[config.mk]
export PLATFORM = sky130hd
export DESIGN_NAME = lcts_div
export DESIGN_NICKNAME = d
export VERILOG_FILES = /design/src/sv/led_color_transition_stepper_core_macros.svh /design/src/sv/lcts_pkg.sv /design/src/sv/lcts_div.sv
export SDC_FILE = /design/constraint.sdc
export NUM_CORES = 1
export LEC_CHECK = 0
export BUFFER_PORTS_ARGS = -buffer_cell sky130_fd_sc_hd__buf_4
export CORE_MARGIN = 3
export CORE_UTILIZATION = 35
export DETAILED_ROUTE_END_ITERATION = 16
export PLACE_DENSITY_LB_ADDON = 0.2
export SLEW_MARGIN = 10
export SYNTH_ARGS = -nofsm -noshare
export SYNTH_HDL_FRONTEND = slang
export SYNTH_SLANG_ARGS = --single-unit
[constraint.sdc]
create_clock -name clk -period 3.8 [get_ports clk]
set_clock_uncertainty 0.05 [all_clocks]
set_input_delay 0.95 -clock clk [delete_from_list [all_inputs] [get_ports clk]]
set_output_delay 0.95 -clock clk [all_outputs]
set_load 0.05 [all_outputs]
[src/sv/led_color_transition_stepper_core_macros.svh]
// Assertion macros used by the LED color transition stepper RTL.
`ifndef LED_COLOR_TRANSITION_STEPPER_CORE_MACROS_SVH
`define LED_COLOR_TRANSITION_STEPPER_CORE_MACROS_SVH
`ifndef SYNTHESIS
`define LCTS_ASSERT_IMP(lbl, ante, cons, msg) \
  lbl: assert property (@(posedge clk) disable iff (rst) (ante) |-> (cons)) else $error(msg);
`define LCTS_ASSERT_NXT(lbl, ante, cons, msg) \
  lbl: assert property (@(posedge clk) disable iff (rst) (ante) |=> (cons)) else $error(msg);
`else
`define LCTS_ASSERT_IMP(lbl, ante, cons, msg)
`define LCTS_ASSERT_NXT(lbl, ante, cons, msg)
`endif
`endif

[src/sv/lcts_pkg.sv]
// Shared constants, types and helper functions of the LED color transition stepper.
package lcts_pkg;

  localparam int NUM_LEDS_DEF   = 256;
  localparam int COLOR_BITS_DEF = 16;

  // configuration port
  localparam int CFG_DW = 16;
  localparam int REG_IW = 1;
  localparam int DUR_W  = 16;
  localparam int ACT_W  = 9;
  localparam logic [REG_IW-1:0] REG_DURATION = 1'b0;
  localparam logic [REG_IW-1:0] REG_ACTIVE   = 1'b1;
  localparam logic [DUR_W-1:0]  DUR_RESET    = 16'd150;
  localparam logic [ACT_W-1:0]  ACT_RESET    = 9'd256;

  // request codes
  localparam logic [1:0] REQ_LOAD = 2'd0;
  localparam logic [1:0] REQ_TICK = 2'd1;
  localparam logic [1:0] REQ_READ = 2'd2;

  // progress fraction, Q16 with 1.0 = 65536
  localparam logic [16:0] K_ONE = 17'd65536;
  localparam logic [16:0] K_MIN = 17'd7;
  localparam logic [30:0] Q30_ONE = 31'h4000_0000;

  // shared divider widths
  localparam int DIV_DW = 48;
  localparam int DIV_VW = 32;

  // reciprocals of the exponent denominators, exact below 2^23
  localparam logic [24:0] RCP_FIFTH   = 25'd13421773;
  localparam logic [24:0] RCP_QUARTER = 25'd16777216;

  typedef struct packed {
    logic start;
  } div_ctl_t;

  typedef struct packed {
    logic busy;
    logic done;
  } div_sts_t;

  // numerators of the curve exponents 9/10, 3/4, 3/5
  function automatic logic [3:0] exp_num(input logic [1:0] j);
    logic [3:0] v;
    case (j)
      2'd0:    v = 4'd9;
      default: v = 4'd3;
    endcase
    return v;
  endfunction

  // reciprocal multiplier for the exponent denominator
  function automatic logic [24:0] exp_rcp(input logic [1:0] j);
    logic [24:0] v;
    case (j)
      2'd1:    v = RCP_QUARTER;
      default: v = RCP_FIFTH;
    endcase
    return v;
  endfunction

  // shift that goes with the reciprocal; one more halves the fifth into a tenth
  function automatic logic [4:0] exp_sh(input logic [1:0] j);
    logic [4:0] v;
    case (j)
      2'd0:    v = 5'd27;
      default: v = 5'd26;
    endcase
    return v;
  endfunction

endpackage

[src/sv/lcts_div.sv]
// Iterative restoring divider, one quotient bit per cycle.
module lcts_div (
  input  logic                          clk,
  input  logic                          rst,
  input  lcts_pkg::div_ctl_t            ctl,
  input  logic [lcts_pkg::DIV_DW-1:0]   dividend,
  input  logic [lcts_pkg::DIV_VW-1:0]   divisor,
  output lcts_pkg::div_sts_t            sts,
  output logic [lcts_pkg::DIV_DW-1:0]   quotient
);
  import lcts_pkg::*;

  localparam int CNT_W = $clog2(DIV_DW + 1);

  logic [DIV_VW-1:0] rem;
  logic [DIV_VW-1:0] dsr;
  logic [DIV_DW-1:0] quo;
  logic [CNT_W-1:0]  cnt;
  logic              busy;
  logic              done;
  logic [DIV_VW:0]   trial;
  logic              fits;

  // shift in the next dividend bit and test against the divisor
  assign trial = {rem, quo[DIV_DW-1]};
  assign fits  = trial >= {1'b0, dsr};

  // sequence the steps
  always_ff @(posedge clk) begin
    if (rst) begin
      busy <= 1'b0;
      done <= 1'b0;
      cnt  <= '0;
    end else begin
      done <= 1'b0;
      if (ctl.start) begin
        busy <= 1'b1;
        cnt  <= CNT_W'(DIV_DW);
      end else if (busy) begin
        cnt <= cnt - 1'b1;
        if (cnt == CNT_W'(1)) begin
          busy <= 1'b0;
          done <= 1'b1;
        end
      end
    end
  end

  // dividend and quotient share the shift register
  always_ff @(posedge clk) begin
    if (ctl.start) begin
      rem <= '0;
      quo <= dividend;
      dsr <= divisor;
    end else if (busy) begin
      rem <= fits ? DIV_VW'(trial - {1'b0, dsr}) : trial[DIV_VW-1:0];
      quo <= {quo[DIV_DW-2:0], fits};
    end
  end

  assign sts.busy = busy;
  assign sts.done = done;
  assign quotient = quo;

endmodule

**Yosys cells after proc, flatten, opt, wreduce, memory -nomap -nowiden**

Index checks and enable logic that the tools add are counted.

- Logic and storage cells: 24
- Flip-flop bits (word level): 120

- Equal/unequal tests: 1
- Reductions and logical operators: 3
- $add $sub $neg: 2
- Bitwise operators: 1
- Order comparisons: 1
- Multiplexer cells: 9

Operators with widths:

| kind | count |
|---|---|
| $mux W48 | 2 |
| $ge A33 B32 Y1 | 1 |
| $mux W32 | 1 |
| $sub A32 B32 Y32 | 1 |
| $mux W6 | 2 |
| $eq A6 B1 Y1 const B | 1 |
| $sub A6 B1 Y6 const B | 1 |
| $mux W1 | 4 |
| $reduce_or A3 Y1 | 1 |
| $reduce_bool A2 Y1 | 1 |
| $reduce_or A2 Y1 | 1 |
| $not A1 Y1 | 1 |

**Depth between registers and ports, before layout**

- Word-level depth: 4
- Mapped depth: 12
- Mapped depth without buffers: 11

**Least setup slack after synthesis**

No wires, ideal clock.

- Path kind: register to register
- Start: reg quo[47] (netlist: quotient[47])
- End: reg rem[17]
- Arrival time: 2.975 ns
- Data required time: 3.662 ns
- Library setup time: 0.088 ns
- Setup slack: 0.687 ns
- Clock period less this slack: 3.113 ns
- Stages on the path, launching flop included: 12
- Path through: edfxtp_1 > inv_1 > ha_1 > nor2b_1 > o21bai_4 > a2111oi_4 > nor3b_1 > o2111a_2 > o31ai_4 > buf_6 > o311ai_1 > a311oi_2

- Cells in the longest elaborated chain, start to end: 2
- Elaborated cells between the ends (all ways): 3

Ends and longest elaborated chain:

| item | RTL line | RTL |
|---|---|---|
| start: declaration | lcts_div.sv:17 | `logic [DIV_DW-1:0] quo;` |
| start signal: assignment | lcts_div.sv:53 | `quo <= dividend;` |
| start signal: assignment | lcts_div.sv:57 | `quo <= {quo[DIV_DW-2:0], fits};` |
| $sub A32 B32 Y32 / $ge A33 B32 Y1 (equally long branches) | lcts_div.sv:56, lcts_div.sv:26 |  |
| $mux W32 * | lcts_div.sv:56 | `rem <= fits ? DIV_VW'(trial - {1'b0, dsr}) : trial[DIV_VW-1:0];` |
| end signal: assignment | lcts_div.sv:56 |  |
| end: declaration | lcts_div.sv:15 | `logic [DIV_VW-1:0] rem;` |

Every way passes the cells marked *; elsewhere a longest branch is shown, timed or not.
A chain may end at the register's enable or synchronous reset.

**Worst setup path after layout**

- Start: reg dsr[14]
- End: reg rem[24]

- Cells in the longest elaborated chain, start to end: 2
- Elaborated cells between the ends (all ways): 3

Ends and longest elaborated chain:

| item | RTL line | RTL |
|---|---|---|
| start: declaration | lcts_div.sv:16 | `logic [DIV_VW-1:0] dsr;` |
| start signal: assignment | lcts_div.sv:54 | `dsr <= divisor;` |
| $sub A32 B32 Y32 / $ge A33 B32 Y1 (equally long branches) | lcts_div.sv:56, lcts_div.sv:26 |  |
| $mux W32 * | lcts_div.sv:56 |  |

Marked as above.

==> out/metrics.yaml <==
status: "completed"
maxSlewViolCount: 0
fin_crit_ps: 3216
seqPwrFrac_pct: 40.0
clkPwrFrac_pct: 38.7
leakagePower_nw: 3.475
die_x_microns: 145.4
io_buffers: 132
crit_arrival_ps: 3530
vias_per_cell: 5.159
tightest_slew_ps: 702.3
rsz0062_at_grt: "no"
synth_top_family_by_area: "compound AO/OA/AOI/OAI gates"
synth_cells: 653
clock_sink_count: 120
clk_latency_ps: 420
crit_path_top_delay_cell: "or4_1"
clock-root-buffer: "clkbuf_16"
hp-class: "flip-flop to flip-flop"
synth_edf_count: 80
synth_cell_types: 64
muxShareOfSynthArea_pct: 10.30
power.internal_mw: 2.738
cpPeakStageDelay_ps: 540
timing.final.ws_setup_ps: 584.0
ctsHoldBuffers: 0
antenna_found_initial: 0
post_cts_buffers: 0
die_h_microns: 145.4
setup_viol: 0
core_sq_um: 18890
area_growth_pct: 26.21
synth_flop_cell: "edfxtp_1"
hpwl_microns: 12550
ioPinCount: 133
dr.pass1.iters: 5
drc: 0
seq_area_frac_synth_pct: 47.09
irDropWorstVdd_uv: 377.9
required_ps: 4110
synth_compound_area_share_pct: 15.58
synth_area_sq_um: 6802
first_global_vias: 5444
synth_nets: 771
yosys.area_share.simple_pct: 11.94
ant_nets: 0
crit_type: "flip-flop to flip-flop"
path_cells: "inv_1 -> ha_1 -> nand4_1 -> a2111oi_4 -> nor3b_1 -> o2111a_2 -> o31a_1 -> buf_4 -> or4_1 -> nand2_1"
power_density_nw_per_um2: 458.3
pwr-share-comb_pct: 21.3
initial_core_util_pct: 36.00
synth-adder-area-share_pct: 6.549
synthXorXnorAreaFrac_pct: 3.606
crit_start: "dsr[14]"
drive_gt1_share_pct: 28.81
dp_slack_ps: 582.0
regToRegStartpoint: "dsr[14]"
max_cap_viol_count: 0
cts_resized: 0
grt-ovfl-total: 0
yosys_warnings: 0
drtIter0Drc: 309
async_flop_share_pct: 0
hold_start: "rem[28]"
die_area_sq_um: 21140
fin_tns_setup_ps: 0
hold_viol: 0
num-fill-cells: 1804
grt_pass1_wl_microns: 28300
dpl_cell_area_sq_um: 8028
cts_max_level: 4
clockBufferDepth: 2
min_period_over_period_pct: 84.63
place_congestion: 0.9234
routed_wl_microns: 17220
crit_fanout: 22
wl_per_cell_microns: 16.43
yosys_register_bits: 120
grt_max_degree: 57
vias: 5407
clock.fmax_mhz: 310.9
netSwitchingFraction_pct: 30.40
syn_avg_cell_area_sq_um: 10.42
track_usage_pct: 16.50
design_area_sq_um: 8584
endpoint_kind: "flip-flop"
fp-row-count: 50
final_nets: 893
slew_headroom_pct: 53.18
cts_tree: "yes"
p_sw_mw: 1.196
clk_pin_slew_ps: 60
cts_buffers: 17
diodes: 0
start_kind: "flip-flop"
-- cell usage after synthesis (9+ instances only) --
library cell / instances / share of area [%]
mux2i_1: 16 / 2.4
edfxtp_1: 80 / 35
nor2_1: 58 / 3.2
a21o_1: 9 / 0.99
a21oi_1: 35 / 2.6
nor3_1: 10 / 0.74
xnor2_1: 22 / 2.8
dfxtp_1: 40 / 12
inv_1: 44 / 2.4
o31ai_1: 11 / 1.2
clkbuf_1: 24 / 1.3
ha_1: 34 / 6.3
a211oi_1: 17 / 1.9
nand2_1: 48 / 2.6
nand3_1: 23 / 1.7
mux2_2: 48 / 7.9
o21ai_0: 23 / 1.7
-- sequential cells by signal, indices dropped and copies added, names as in the netlist --
register  flops
quotient     48
dsr          32
rem          32
cnt           6
busy          1
done          1
-- worst max-delay path: cells and delay by family, from the launching register on --
kind / cells / cell delay (ps)
simple gates: 4 / 1090
flops: 1 / 320
compound gates: 3 / 1010
fa+ha+maj: 1 / 410
buf+inv: 2 / 270
-- metal layers --
metal	GRT usage (%)	up-vias	routed length, microns
li1	-	2655	-
met1	21.08	2530	7649
met2	25.52	209	7728
met3	7.599	13	1673
met4	4.226	0	170
met5	0	-	0
-- cell type report --
type	count	area (sq um)	area share [%]
Multi-Input combinational cell	451	3263	38.01
Sequential cell	120	3203	37.31
Timing Repair Buffer	141	1071	12.48
Clock buffer	18	429.2	4.999
Tap cell	260	325.3	3.790
Inverter	44	165.2	1.924
Clock inverter	14	127.6	1.487
-- power by group through the flow --
stage | registers, mW | logic, mW | clock network (mW)
2_1_floorplan | 1.78 | 0.394 | 0
3_3_place_gp | 1.60 | 0.831 | 0
3_5_place_dp | 1.60 | 0.838 | 0
4_1_cts | 1.58 | 0.840 | 1.57
5_1_grt | 1.59 | 0.907 | 1.63
6_report | 1.57 | 0.836 | 1.52
-- layout by cell type (no fill, tap or decap), types with 34 or more instances in the layout --
cell type | synthesis | routed
a21oi_1 | 35 | 35
buf_4 | 3 | 140
dfxtp_1 | 40 | 40
edfxtp_1 | 80 | 80
ha_1 | 34 | 34
inv_1 | 44 | 43
mux2_2 | 48 | 48
nand2_1 | 48 | 48
nor2_1 | 58 | 58
-- per-stage QoR --
stage / hold slack (ps) / std cells / utilization (%) / power, mW
after floorplan: 402.6 / 653 / - / 2.169
after global placement: 424.6 / 1016 / 42.49 / 2.429
after detailed placement: 430.2 / 1016 / 42.49 / 2.437
final: 440.9 / 1048 / 45.44 / 3.934
after global routing: 467.8 / 1048 / 45.44 / 4.124
after CTS: 439.7 / 1048 / 45.44 / 3.981
-- final timing paths --
path | end | slack [ps] | depth (start not counted)
worst max register to register | rem[24] | 580 | 10
worst min register to register | rem[28] | 440 | 2
worst max-delay path | rem[24] | 580 | 10
worst min-delay path | rem[28] | 440 | 2
-- cells by family (layout without fill, tap and decap cells) --
kind of cell             count (synthesis)  after routing
XOR/XNOR                                28             28
AND/OR/NAND/NOR                        176            176
AO/OA/AOI/OAI                          148            148
buffers and inverters                   82            217
adder cells (fa/ha/maj)                 35             35
multiplexers                            64             64
flip-flops                             120            120
(Power assumes the default switching activity.)
